<file path="config.mk">
export PLATFORM = sky130hd
export DESIGN_NAME = sync_length_frame_receiver_unit_flat
export DESIGN_NICKNAME = d
export VERILOG_FILES = /design/src/rtl/slfr_pkg.sv /design/src/rtl/slfr_if.sv /design/src/rtl/slfr_in_stage.sv /design/src/rtl/slfr_core.sv /design/src/rtl/slfr_out_stage.sv /design/src/rtl/sync_length_frame_receiver_unit.sv /design/src/flat_wrapper.sv
export VERILOG_INCLUDE_DIRS = /design/src /design/src/rtl
export SDC_FILE = /design/constraint.sdc
export NUM_CORES = 1
export LEC_CHECK = 0
export ABC_CLOCK_PERIOD_IN_PS = 5550
export BUFFER_PORTS_ARGS = -buffer_cell sky130_fd_sc_hd__buf_4
export CAP_MARGIN = 20
export CORE_AREA = 2 2 110 91
export CTS_BUF_LIST = sky130_fd_sc_hd__clkbuf_8
export DETAILED_ROUTE_END_ITERATION = 10
export DIE_AREA = 0 0 112 93
export PLACE_DENSITY = 0.79
export SYNTH_ARGS = -nofsm -noshare
export SYNTH_HDL_FRONTEND = slang
export SYNTH_HIERARCHICAL = 1
export SYNTH_SLANG_ARGS = --single-unit
</file>
<file path="constraint.sdc">
create_clock -name clk -period 5.55 [get_ports clk]
set_input_delay 1.11 -clock clk [delete_from_list [all_inputs] [get_ports clk]]
set_output_delay 1.11 -clock clk [all_outputs]
set_load 0.005 [all_outputs]
</file>
<file path="src/rtl/sync_length_frame_receiver_unit_defines.svh">
// Assertion macros for the receiver's RTL, included by slfr_core.sv.
`ifndef SYNC_LENGTH_FRAME_RECEIVER_UNIT_DEFINES_SVH
`define SYNC_LENGTH_FRAME_RECEIVER_UNIT_DEFINES_SVH

// The consequent must hold in the same cycle as the antecedent.
`define SLFR_ASSERT_NOW(lbl, clk_s, rstn_s, ante, cons) \
	lbl: assert property (@(posedge clk_s) disable iff (!rstn_s) (ante) |-> (cons)) \
	else $error("receiver assertion failed");

// The consequent must hold in the cycle after the antecedent.
`define SLFR_ASSERT_NEXT(lbl, clk_s, rstn_s, ante, cons) \
	lbl: assert property (@(posedge clk_s) disable iff (!rstn_s) (ante) |=> (cons)) \
	else $error("receiver assertion failed");

`endif

</file>
<file path="src/rtl/slfr_pkg.sv">
`default_nettype none
package slfr_pkg;

	localparam logic [1:0] ST_PAYLOAD = 2'd0;
	localparam logic [1:0] ST_ABORT   = 2'd1;
	localparam logic [1:0] ST_EMPTY   = 2'd2;

	localparam logic CFG_SYNC_VALUE    = 1'b0;
	localparam logic CFG_TIMEOUT_LIMIT = 1'b1;

	localparam logic [7:0] SYNC_VALUE_RESET    = 8'h98;
	localparam logic [7:0] TIMEOUT_LIMIT_RESET = 8'd5;
	localparam logic [1:0] SYNC_NEEDED         = 2'd3;

	localparam logic KIND_BYTE = 1'b0;
	localparam logic KIND_IDLE = 1'b1;

	typedef struct packed {
		logic       kind;
		logic [7:0] rx_byte;
	} item_t;

	typedef struct packed {
		logic [1:0]  status;
		logic [7:0]  payload_byte;
		logic        last;
		logic [15:0] frame_length;
	} result_t;

endpackage
`default_nettype wire

</file>
<file path="src/rtl/slfr_if.sv">
`default_nettype none
interface slfr_item_if import slfr_pkg::*; ();
	logic       valid;
	logic       ready;
	logic       kind;
	logic [7:0] rx_byte;

	modport source (output valid, output kind, output rx_byte, input ready);
	modport sink (input valid, input kind, input rx_byte, output ready);
endinterface

interface slfr_result_if import slfr_pkg::*; ();
	logic        valid;
	logic        ready;
	logic [1:0]  status;
	logic [7:0]  payload_byte;
	logic        last;
	logic [15:0] frame_length;

	modport source (output valid, output status, output payload_byte, output last,
		output frame_length, input ready);
	modport sink (input valid, input status, input payload_byte, input last,
		input frame_length, output ready);
endinterface
`default_nettype wire

</file>
<file path="src/rtl/slfr_in_stage.sv">
`default_nettype none
module slfr_in_stage import slfr_pkg::*; (
	input  wire logic   clk,
	input  wire logic   arst_n,
	slfr_item_if.sink   items,
	input  wire logic   advance,
	output item_t       item_s1,
	output logic        valid_s1
);

	assign items.ready = !valid_s1 || advance;

	always_ff @(posedge clk or negedge arst_n) begin
		if (!arst_n) begin
			valid_s1 <= 1'b0;
		end else if (items.valid && items.ready) begin
			valid_s1 <= 1'b1;
		end else if (advance) begin
			valid_s1 <= 1'b0;
		end
	end

	always_ff @(posedge clk) begin
		if (items.valid && items.ready) begin
			item_s1.kind    <= items.kind;
			item_s1.rx_byte <= items.rx_byte;
		end
	end

endmodule
`default_nettype wire

</file>
<file path="src/rtl/slfr_core.sv">
`default_nettype none
`include "sync_length_frame_receiver_unit_defines.svh"
module slfr_core import slfr_pkg::*; (
	input  wire logic       clk,
	input  wire logic       arst_n,
	input  wire logic       cfg_we,
	input  wire logic       cfg_index,
	input  wire logic [7:0] cfg_data,
	input  wire logic       step,
	input  wire item_t      item,
	output result_t         res,
	output logic            res_valid
);

	typedef enum logic [1:0] {PH_SYNC, PH_LEN_HI, PH_LEN_LO, PH_PAYLOAD} phase_t;

	phase_t      phase_q, phase_d;
	logic [1:0]  matches_q, matches_d;
	logic [7:0]  count_q, count_d;
	logic [15:0] length_q, length_d;
	logic [15:0] bytes_q, bytes_d;
	logic [7:0]  sync_value_q;
	logic [7:0]  timeout_limit_q;

	logic        is_byte;
	logic        do_tick;
	logic        clear;
	logic [15:0] full_len;
	logic [15:0] bytes_n;

	always_comb begin
		is_byte   = (item.kind == KIND_BYTE);
		phase_d   = phase_q;
		matches_d = matches_q;
		count_d   = count_q;
		length_d  = length_q;
		bytes_d   = bytes_q;
		do_tick   = 1'b0;
		clear     = 1'b0;
		res_valid = 1'b0;
		res       = '0;
		full_len  = {length_q[15:8], item.rx_byte};
		bytes_n   = bytes_q + 16'd1;

		case (phase_q)
			PH_SYNC: begin
				do_tick = 1'b1;
				if (is_byte) begin
					if (item.rx_byte == sync_value_q) begin
						if (matches_q == SYNC_NEEDED - 2'd1) begin
							phase_d   = PH_LEN_HI;
							matches_d = 2'd0;
							count_d   = 8'd0;
							length_d  = 16'd0;
							do_tick   = 1'b0;
						end else begin
							matches_d = matches_q + 2'd1;
						end
					end else begin
						matches_d = 2'd0;
					end
				end
			end
			PH_LEN_HI: begin
				do_tick = 1'b1;
				if (is_byte) begin
					length_d = {item.rx_byte, 8'h00};
					phase_d  = PH_LEN_LO;
				end
			end
			PH_LEN_LO: begin
				if (is_byte) begin
					if (full_len == 16'd0) begin
						res_valid = 1'b1;
						res.status = ST_EMPTY;
						res.last   = 1'b1;
						clear      = 1'b1;
					end else begin
						phase_d  = PH_PAYLOAD;
						length_d = full_len;
						count_d  = 8'd0;
						bytes_d  = 16'd0;
					end
				end else begin
					do_tick = 1'b1;
				end
			end
			PH_PAYLOAD: begin
				if (is_byte) begin
					res_valid          = 1'b1;
					res.status         = ST_PAYLOAD;
					res.payload_byte   = item.rx_byte;
					res.last           = (bytes_n >= length_q);
					res.frame_length   = length_q;
					bytes_d            = bytes_n;
					clear              = (bytes_n >= length_q);
				end else begin
					do_tick = 1'b1;
				end
			end
			default: begin
				clear = 1'b1;
			end
		endcase

		if (do_tick) begin
			if (count_q > timeout_limit_q) begin
				res_valid        = 1'b1;
				res.status       = ST_ABORT;
				res.payload_byte = 8'h00;
				res.last         = 1'b1;
				res.frame_length = length_d;
				clear            = 1'b1;
			end else if (count_q != 8'hFF) begin
				count_d = count_q + 8'd1;
			end
		end

		if (clear) begin
			phase_d   = PH_SYNC;
			matches_d = 2'd0;
			count_d   = 8'd0;
			length_d  = 16'd0;
			bytes_d   = 16'd0;
		end

		if (!step) begin
			res_valid = 1'b0;
		end
	end

	always_ff @(posedge clk or negedge arst_n) begin
		if (!arst_n) begin
			phase_q         <= PH_SYNC;
			matches_q       <= 2'd0;
			count_q         <= 8'd0;
			length_q        <= 16'd0;
			bytes_q         <= 16'd0;
			sync_value_q    <= SYNC_VALUE_RESET;
			timeout_limit_q <= TIMEOUT_LIMIT_RESET;
		end else begin
			if (step) begin
				phase_q   <= phase_d;
				matches_q <= matches_d;
				count_q   <= count_d;
				length_q  <= length_d;
				bytes_q   <= bytes_d;
			end
			if (cfg_we && cfg_index == CFG_SYNC_VALUE) begin
				sync_value_q <= cfg_data;
			end
			if (cfg_we && cfg_index == CFG_TIMEOUT_LIMIT) begin
				timeout_limit_q <= cfg_data;
			end
		end
	end

	`SLFR_ASSERT_NOW(a_matches_below_needed, clk, arst_n, 1'b1, matches_q != SYNC_NEEDED)
	`SLFR_ASSERT_NOW(a_matches_only_hunting, clk, arst_n, phase_q != PH_SYNC, matches_q == 2'd0)
	`SLFR_ASSERT_NOW(a_payload_len_nonzero, clk, arst_n, phase_q == PH_PAYLOAD, length_q != 16'd0)
	`SLFR_ASSERT_NOW(a_payload_count_short, clk, arst_n, phase_q == PH_PAYLOAD, bytes_q < length_q)
	`SLFR_ASSERT_NEXT(a_result_clears_or_continues, clk, arst_n,
		step && res_valid && res.last, phase_q == PH_SYNC)

endmodule
`default_nettype wire

</file>
<file path="src/rtl/slfr_out_stage.sv">
`default_nettype none
module slfr_out_stage import slfr_pkg::*; (
	input  wire logic     clk,
	input  wire logic     arst_n,
	input  wire logic     load,
	input  wire result_t  res,
	output logic          free,
	slfr_result_if.source results
);

	logic    valid_q;
	result_t data_q;

	assign free                 = !valid_q || results.ready;
	assign results.valid        = valid_q;
	assign results.status       = data_q.status;
	assign results.payload_byte = data_q.payload_byte;
	assign results.last         = data_q.last;
	assign results.frame_length = data_q.frame_length;

	always_ff @(posedge clk or negedge arst_n) begin
		if (!arst_n) begin
			valid_q <= 1'b0;
		end else if (free) begin
			valid_q <= load;
		end
	end

	always_ff @(posedge clk) begin
		if (free && load) begin
			data_q <= res;
		end
	end

endmodule
`default_nettype wire

</file>
<file path="src/rtl/sync_length_frame_receiver_unit.sv">
// Deframer for a serial byte stream carrying sync-marked, length-prefixed frames.
// The items channel takes one received byte or one idle tick per request; the
// results channel returns payload bytes, timeout aborts and empty-frame notices.
// Configuration writes (sync byte at index 0, timeout limit at index 1) are made
// through cfg_we, cfg_index and cfg_data; the user must make them only while the
// block is idle, and the block itself does not enforce this.
// An accepted item waits in the input register until the output register is free;
// a result it causes is loaded into the output register as the item is processed.
// Throughput is one item per clock cycle while the results channel does not stall,
// set by the single state update loop of the frame state registers.
// Reset returns the block to sync hunting, clears the frame state, restores the
// register defaults and empties both the input and the output registers.
// When the results channel stalls, the pending result stays in the output
// register, one more item waits in the input register, and items.ready falls.
`default_nettype none
module sync_length_frame_receiver_unit import slfr_pkg::*; (
	input  wire logic       clk,
	input  wire logic       arst_n,
	input  wire logic       cfg_we,
	input  wire logic       cfg_index,
	input  wire logic [7:0] cfg_data,
	slfr_item_if.sink       items,
	slfr_result_if.source   results
);

	item_t   item_s1;
	logic    valid_s1;
	logic    out_free;
	logic    advance;
	result_t res;
	logic    res_valid;

	assign advance = valid_s1 && out_free;

	slfr_in_stage u_in_stage (
		.clk      (clk),
		.arst_n   (arst_n),
		.items    (items),
		.advance  (advance),
		.item_s1  (item_s1),
		.valid_s1 (valid_s1)
	);

	slfr_core u_core (
		.clk       (clk),
		.arst_n    (arst_n),
		.cfg_we    (cfg_we),
		.cfg_index (cfg_index),
		.cfg_data  (cfg_data),
		.step      (advance),
		.item      (item_s1),
		.res       (res),
		.res_valid (res_valid)
	);

	slfr_out_stage u_out_stage (
		.clk     (clk),
		.arst_n  (arst_n),
		.load    (res_valid),
		.res     (res),
		.free    (out_free),
		.results (results)
	);

endmodule
`default_nettype wire
</file>
<file path="src/flat_wrapper.sv">
// flat-port wrapper written by rule: the top's interface ports become plain ports
module sync_length_frame_receiver_unit_flat import slfr_pkg::*;
  (clk, arst_n, cfg_we, cfg_index, cfg_data, items_valid, items_kind, items_rx_byte, items_ready, results_valid, results_status, results_payload_byte, results_last, results_frame_length, results_ready);
  slfr_item_if items_i ();
  slfr_result_if results_i ();
  input  wire logic clk;
  input  wire logic arst_n;
  input  wire logic cfg_we;
  input  wire logic cfg_index;
  input  wire logic [7:0] cfg_data;
  input wire logic [$bits(items_i.valid)-1:0] items_valid;
  input wire logic [$bits(items_i.kind)-1:0] items_kind;
  input wire logic [$bits(items_i.rx_byte)-1:0] items_rx_byte;
  output wire logic [$bits(items_i.ready)-1:0] items_ready;
  output wire logic [$bits(results_i.valid)-1:0] results_valid;
  output wire logic [$bits(results_i.status)-1:0] results_status;
  output wire logic [$bits(results_i.payload_byte)-1:0] results_payload_byte;
  output wire logic [$bits(results_i.last)-1:0] results_last;
  output wire logic [$bits(results_i.frame_length)-1:0] results_frame_length;
  input wire logic [$bits(results_i.ready)-1:0] results_ready;
  assign items_i.valid = items_valid;
  assign items_i.kind = items_kind;
  assign items_i.rx_byte = items_rx_byte;
  assign items_ready = items_i.ready;
  assign results_valid = results_i.valid;
  assign results_status = results_i.status;
  assign results_payload_byte = results_i.payload_byte;
  assign results_last = results_i.last;
  assign results_frame_length = results_i.frame_length;
  assign results_i.ready = results_ready;
  sync_length_frame_receiver_unit u_core (.clk(clk), .arst_n(arst_n), .cfg_we(cfg_we), .cfg_index(cfg_index), .cfg_data(cfg_data), .items(items_i), .results(results_i));
endmodule
</file>
* After elaboration in Yosys (flattened, before gate mapping)
Index checks and enable logic that the tools add are counted.
** Word-level totals
- Flip-flop bits (word level) :: 98
- Bits in latches :: 0
- RAM bits :: 0
- ROM bits :: 0
- Input port bits :: 23
- Output and inout port bits :: 29
- Word-level logic and storage cells :: 117
- Memories :: 0
** Operators by class
- $add $sub $neg :: 3
- $mul :: 0
- Divide/modulo/power cells :: 0
- $lt $le $gt $ge :: 2
- Eq/ne operators :: 14
- Shifts and indexed selects :: 0
- Mux-type cells :: 63
- Bitwise operators :: 1
- Reductions and logical operators :: 19
** Operator list (count)
- $mux 16 :: 10
- $mux 8 :: 12
- $mux 27 :: 2
- $pmux 16 s3 :: 1
- $pmux 16 s2 :: 1
- $mux 2 :: 14
- $mux 25 :: 1
- $ne 3x3->1 const B :: 7
- $add 16x1->16 const B :: 1
- $ge 16x16->1 :: 1
- $logic_not 16->1 :: 1
- $pmux 8 s2 :: 1
- $mux 1 :: 15
- $add 8x1->8 const B :: 1
- $eq 8x8->1 :: 1
- $gt 8x8->1 :: 1
- $ne 8x8->1 const B :: 1
- $reduce_and 8->1 :: 1
- $eq 2x2->1 const B :: 3
- $pmux 1 s2 :: 3
- $pmux 2 s3 :: 1
- $logic_and 1x1->1 :: 5
- $reduce_and 5->1 :: 1
- $pmux 2 s2 :: 1
- 13 further kinds :: 16

* Depth between registers and ports, before layout
- Word-level depth :: 9
- Mapped depth :: 15
- Depth with buffers taken out :: 13

* By module
Netlist, hierarchy kept.
** Modules (own cells, without submodules)
- slfr_core :: instances 1, cells each 445, area an instance 4241.6 sq um, seq. area each 1507.7 sq um
- slfr_out_stage :: instances 1, cells each 31, area an instance 864.6 sq um, seq. area each 835.8 sq um
- slfr_in_stage :: instances 1, cells each 13, area an instance 324.1 sq um, seq. area each 295.3 sq um
- sync_length_frame_receiver_unit :: instances 1, cells each 1, area an instance 6.3 sq um, seq. area each 0.0 sq um

* Worst setup path before layout
OpenSTA, ideal clock, no wires.
- Path kind :: register to register
- Start :: register u_core.u_core.bytes_q[0]
- End :: register u_core.u_core.bytes_q[5]
- Setup time :: 0.078 ns
- Arrival :: 2.989 ns
- Data required time :: 5.472 ns
- Slack :: 2.483 ns
- Cell stages (with the launch flop) :: 15
- Buffers on the path :: 1
- Period minus slack after synthesis :: 3.067 ns
- Cell sequence :: dfrtp_1 -> ha_1 -> nand3_1 -> nor2_1 -> nand3_1 -> nor2_1 -> xor2_1 -> ha_1 -> nor2b_1 -> o21ai_0 -> nand2b_1 -> o21a_1 -> buf_2 -> or4_1 -> o2bb2ai_1
** On the way
- Longest elaborated chain between the ends :: 8
- Elaborated cells on any way between the ends :: 14
- Classes of those cells :: 1 x add/sub; 1 x order compare; 3 x eq/ne; 7 x mux; 2 x reduce/logical
** RTL lines
- start: declaration :: line slfr_core.sv:21 : logic [15:0] bytes_q, bytes_d;
- start signal: assignment :: line slfr_core.sv:147 : bytes_q <= bytes_d;
- $add 16x1->16 (*) :: line slfr_core.sv:43 : bytes_n = bytes_q + 16'd1;
- $ge 16x16->1 :: line slfr_core.sv:96 : clear = (bytes_n >= length_q);
- $mux 1 :: line slfr_core.sv:89 : if (is_byte) begin
- $pmux 1 s2 :: line slfr_core.sv:45 : case (phase_q)
- $mux 1 :: line slfr_core.sv:107 : if (count_q > timeout_limit_q) begin
- $mux 1 :: line slfr_core.sv:106 : if (do_tick) begin
- $ne 3x3->1 (no source line) or $reduce_bool 3->1 (tied branches)
- $reduce_and 5->1 (no source line)
Mark *: on every way between the ends. The rest lies on a longest branch, timed or not. The select of a mux whose other input is x is not followed.
A chain may end at the register's enable or synchronous reset.

* Worst setup path after layout
- Start :: register u_core.u_core.bytes_q[0]
- End :: register u_core.u_core.bytes_q[14]
Same word-level chain as after synthesis.

==> results.md <==
- Status: finished clean
- Maximum vdd drop: between 0.2 and 0.25 mV
- Worst slew pin tran: 1.004 ns
- Top Ports: between 50 and 60
- Iteration-0 DRC count of the detailed router: between 200 and 300
- # resized after CTS: 0
- CTS tree: yes
- Hold Buf Count CTS: 0
- Nets@finish: slightly below 600
- Pwr Density: about 450 mW/mm^2
- Placer Congestion: slightly above 0.9
- Pre-antenna DRT Iters: 5
- Most used DFF post-synth: dfrtp_1
- Fmax: around 0.26 GHz
- ANT cells: 0
- RSZ-0062 raised after global routing: false
- Die width: 112 um
- Syn Inst Count: just under 500
- Critical Path Most Common Cell: ha_1
- Sw power: around 1.2 mW
- Final setup violation count: 0
- Bufs and invs on worst path: 0
- Critical path class: reg2reg
- Min-delay worst type: reg2reg
- Async S/R FF share, synth: 0.6327
- Sequential Power Share: 0.407
- Clock sink total: between 90 and 100
- Number of global-route vias before repair: between 4000 and 5000
- Finished layout cell area: roughly 0.0061 mm^2
- Fraction of power consumed by the clock network: 0.156
- Yosys warning total: 6
- Syn-to-layout area delta: 11.85%
- Sw frac: 0.4214
- Gate power share: 0.437
- Hold Fails Final Rpt: 0
- Sequential share of the synthesized area: 0.4854
- Total design power: 2.754 mW
- CP peak stage delay: approximately 0.81 ns
- Final ANT Viol Nets: 0
- Initial antenna violation count: 0
- Crit path max-delay family: simple AND/OR/NAND/NOR gates
- Synth unique cells: a little under 70
- Setup Fix Bufs, Post-CTS: 0
- Req. time, crit path: between 5 and 6 ns
- CTS clock-pin slew for the worst setup and hold paths: approximately 0.1 ns
- Startpoint Class: flip-flop
- Crit end category: flip-flop
- Setup TNS: 0 ns
- Global-route wire length before repair: 20910 um
- Crit-path slowest cell: nor4_2
- Min Hold Slack: between 0.5 and 0.6 ns
- Int Power: 1.593 mW
- Syn Nets: 543
- Die Y: slightly above 90 um
- Final HPWL DP: ~9400 um
- Rel. slew slack: 0.3308
- Final worst setup slack: between 1.5 and 2 ns
- Syn_area_per_cell: between 10 and 15 um^2
- Layout cells sized above 1: 0.2134
- DP Worst Slack: roughly 1.7 ns
- Largest net degree at the start of global routing: 63
- # rows: 32
- Number of buffers created by CTS: 9
- Worst-Skew Late Latency: 0.36 ns
- Slew Viols, Final: 0
- Arr. time, crit path: between 4 and 5 ns
- Initial Util: 0.5803
- Clock skew: about 0.01 ns
- CP cell instances: ha_1, nand3_1, nor2_1, xor2_1, ha_1, and4_1, a221oi_1, a21oi_1, o21a_1, nor4_2, a32o_1
- Minimum clock period: slightly below 4 ns
- Via-to-Cell Ratio: approximately 6.3
- Drt total wl: approximately 13000 um
- Post-DP Area: 0.005886 mm^2
- Mapped Area: between 0.005 and 0.006 mm^2
- Post-synth EDFFs: 36
- Total Die Area: 0.01042 mm^2
- Input/output buffers: 51
- H-tree depth: 3
- GRT Residual Overflow: 0
- Vias: roughly 4200
- Drt wl/cell: between 15 and 20 um
- Overall Global Routing Usage: 0.2562
- Max_cap viols: 0
- Peak fanout along the critical path: 11
- P_leak: 2.589 nW
- Yosys reg bits: 98
- CORE AREA: around 0.0094 mm^2
- Final period util: 0.7039
- DRC: 0
- Clk buf depth: 2
- Clock Tree Root: clkbuf_8
## final cells by class
type | instances | area, um^2
Clock inverter | 7 | 58.81
Tap cell | 119 | 148.9
Fill cell | 736 | 3288
Multi-Input combinational cell | 340 | 2591
Clock buffer | 9 | 123.9
Sequential cell | 98 | 2639
Inverter | 31 | 116.4
Timing Repair Buffer | 54 | 402.9
## final timing paths
path / startpoint / end / slack (ns) / depth (start not counted)
min in group asynchronous: arst_n / u_core/u_core/timeout_limit_q[6] / 0.82 / 1
hold reg to reg: u_core/u_core/bytes_q[15] / u_core/u_core/bytes_q[15] / 0.53 / 1
max in group asynchronous: arst_n / u_core/u_core/count_q[3] / 4.19 / 1
setup / recovery: u_core/u_core/bytes_q[0] / u_core/u_core/bytes_q[14] / 1.64 / 11
setup reg to reg: u_core/u_core/bytes_q[0] / u_core/u_core/bytes_q[14] / 1.64 / 11
hold / removal: u_core/u_core/bytes_q[15] / u_core/u_core/bytes_q[15] / 0.53 / 1
## through the flow
stage	instances	util
5_1_grt	658	0.6490
4_1_cts	656	0.6477
3_3_place_gp	640	0.6282
6_report	658	0.6490
2_1_floorplan	490	-
3_5_place_dp	640	0.6282
## routing by layer
layer,global-route usage,wire length (um),vias to the layer above
met2,0.4030,5917,243
met5,0,0,-
met3,0.05638,1159,14
li1,-,-,1945
met1,0.3651,5665,1976
met4,0.06809,142,0
## flip-flops by register name, indices dropped and copies added, names as in the netlist
register and flops:
u_core/u_core/bytes_q 16, u_core/u_core/count_q 8, u_core/u_core/length_q 16, u_core/u_core/matches_q 2, u_core/u_core/phase_q 2, u_core/u_core/sync_value_q 8, u_core/u_core/timeout_limit_q 8, u_core/u_in_stage/item_s1 9
u_core/u_in_stage/valid_s1 1, u_core/u_out_stage/results.frame_length 16, u_core/u_out_stage/results.last 1, u_core/u_out_stage/results.payload_byte 8, u_core/u_out_stage/results.status 2, u_core/u_out_stage/results.valid 1
## worst register-to-register path, delay by kind of cell, from the launching register on
kind	cells	cell delay, ns
adders and majority gates	2	0.57
xor gates and xnor gates	1	0.30
DFF	1	0.47
and+or+nand+nor	4	1.46
AOI/OAI and AO/OA	4	1.06
## Yosys cell counts (all sizes together) (2+ instances only)
| cell type | number | share of area |
|---|---|---|
| a31oi | 8 | 0.0092 |
| nand3 | 15 | 0.014 |
| a21oi | 20 | 0.019 |
| or2 | 2 | 0.0023 |
| nand2b | 8 | 0.012 |
| a22o | 37 | 0.060 |
| o31ai | 5 | 0.0087 |
| nor2b | 17 | 0.020 |
| nand3b | 5 | 0.0069 |
| inv | 31 | 0.021 |
| ha | 30 | 0.069 |
| o22ai | 3 | 0.0035 |
| dfrtp | 57 | 0.26 |
| o211ai | 3 | 0.0041 |
| nor4b | 2 | 0.0044 |
| nand4 | 6 | 0.0069 |
| edfxtp | 36 | 0.20 |
| nor4 | 8 | 0.010 |
| and4 | 4 | 0.0069 |
| or4 | 2 | 0.0035 |
| dfstp | 5 | 0.024 |
| and2 | 7 | 0.0094 |
| nor2 | 17 | 0.012 |
| buf | 7 | 0.0069 |
| o2111ai | 2 | 0.0032 |
| nand2 | 24 | 0.017 |
| xnor2 | 16 | 0.026 |
| a221oi | 2 | 0.0032 |
| and3 | 16 | 0.019 |
| xor2 | 3 | 0.0048 |
| nor3 | 11 | 0.012 |
| clkbuf | 14 | 0.0097 |
| a32o | 8 | 0.015 |
| o21ai | 10 | 0.0099 |
| o21a | 3 | 0.0041 |
| a21o | 3 | 0.0041 |
| mux2 | 17 | 0.035 |
| o2bb2ai | 7 | 0.011 |
| a211oi | 6 | 0.0083 |
## cell families after synthesis
kind of cell             Yosys count  share of synthesized area
adder cells (fa/ha/maj)           30                    0.06904
buffers and inverters             52                    0.03798
XOR/XNOR                          19                    0.03061
flip-flops                        98                     0.4854
multiplexers                      18                    0.03705
AND/OR/NAND/NOR                  149                     0.1639
AO/OA/AOI/OAI                    124                     0.1761
## layout by cell type (no fill, tap or decap), drive strengths merged, types with 9 or more instances in the layout
cell    count
edfxtp     36
xnor2      16
nand3      15
dfrtp      57
a22o       37
buf        54
mux2       17
o21ai      10
clkbuf      9
ha         30
a21oi      20
nand2      24
nor3       11
and3       16
nor2b      17
inv        34
nor2       17
## power groups by stage
| stage | clock, mW | sequential, mW | combinational [mW] |
|---|---|---|---|
| 6_report | 0.430 | 1.12 | 1.20 |
| 3_3_place_gp | 0 | 1.11 | 1.12 |
| 3_5_place_dp | 0 | 1.13 | 1.18 |
| 5_1_grt | 0.472 | 1.14 | 1.32 |
| 2_1_floorplan | 0 | 1.08 | 0.847 |
| 4_1_cts | 0.445 | 1.12 | 1.18 |
Note: power is estimated with default switching activity, not from simulation.
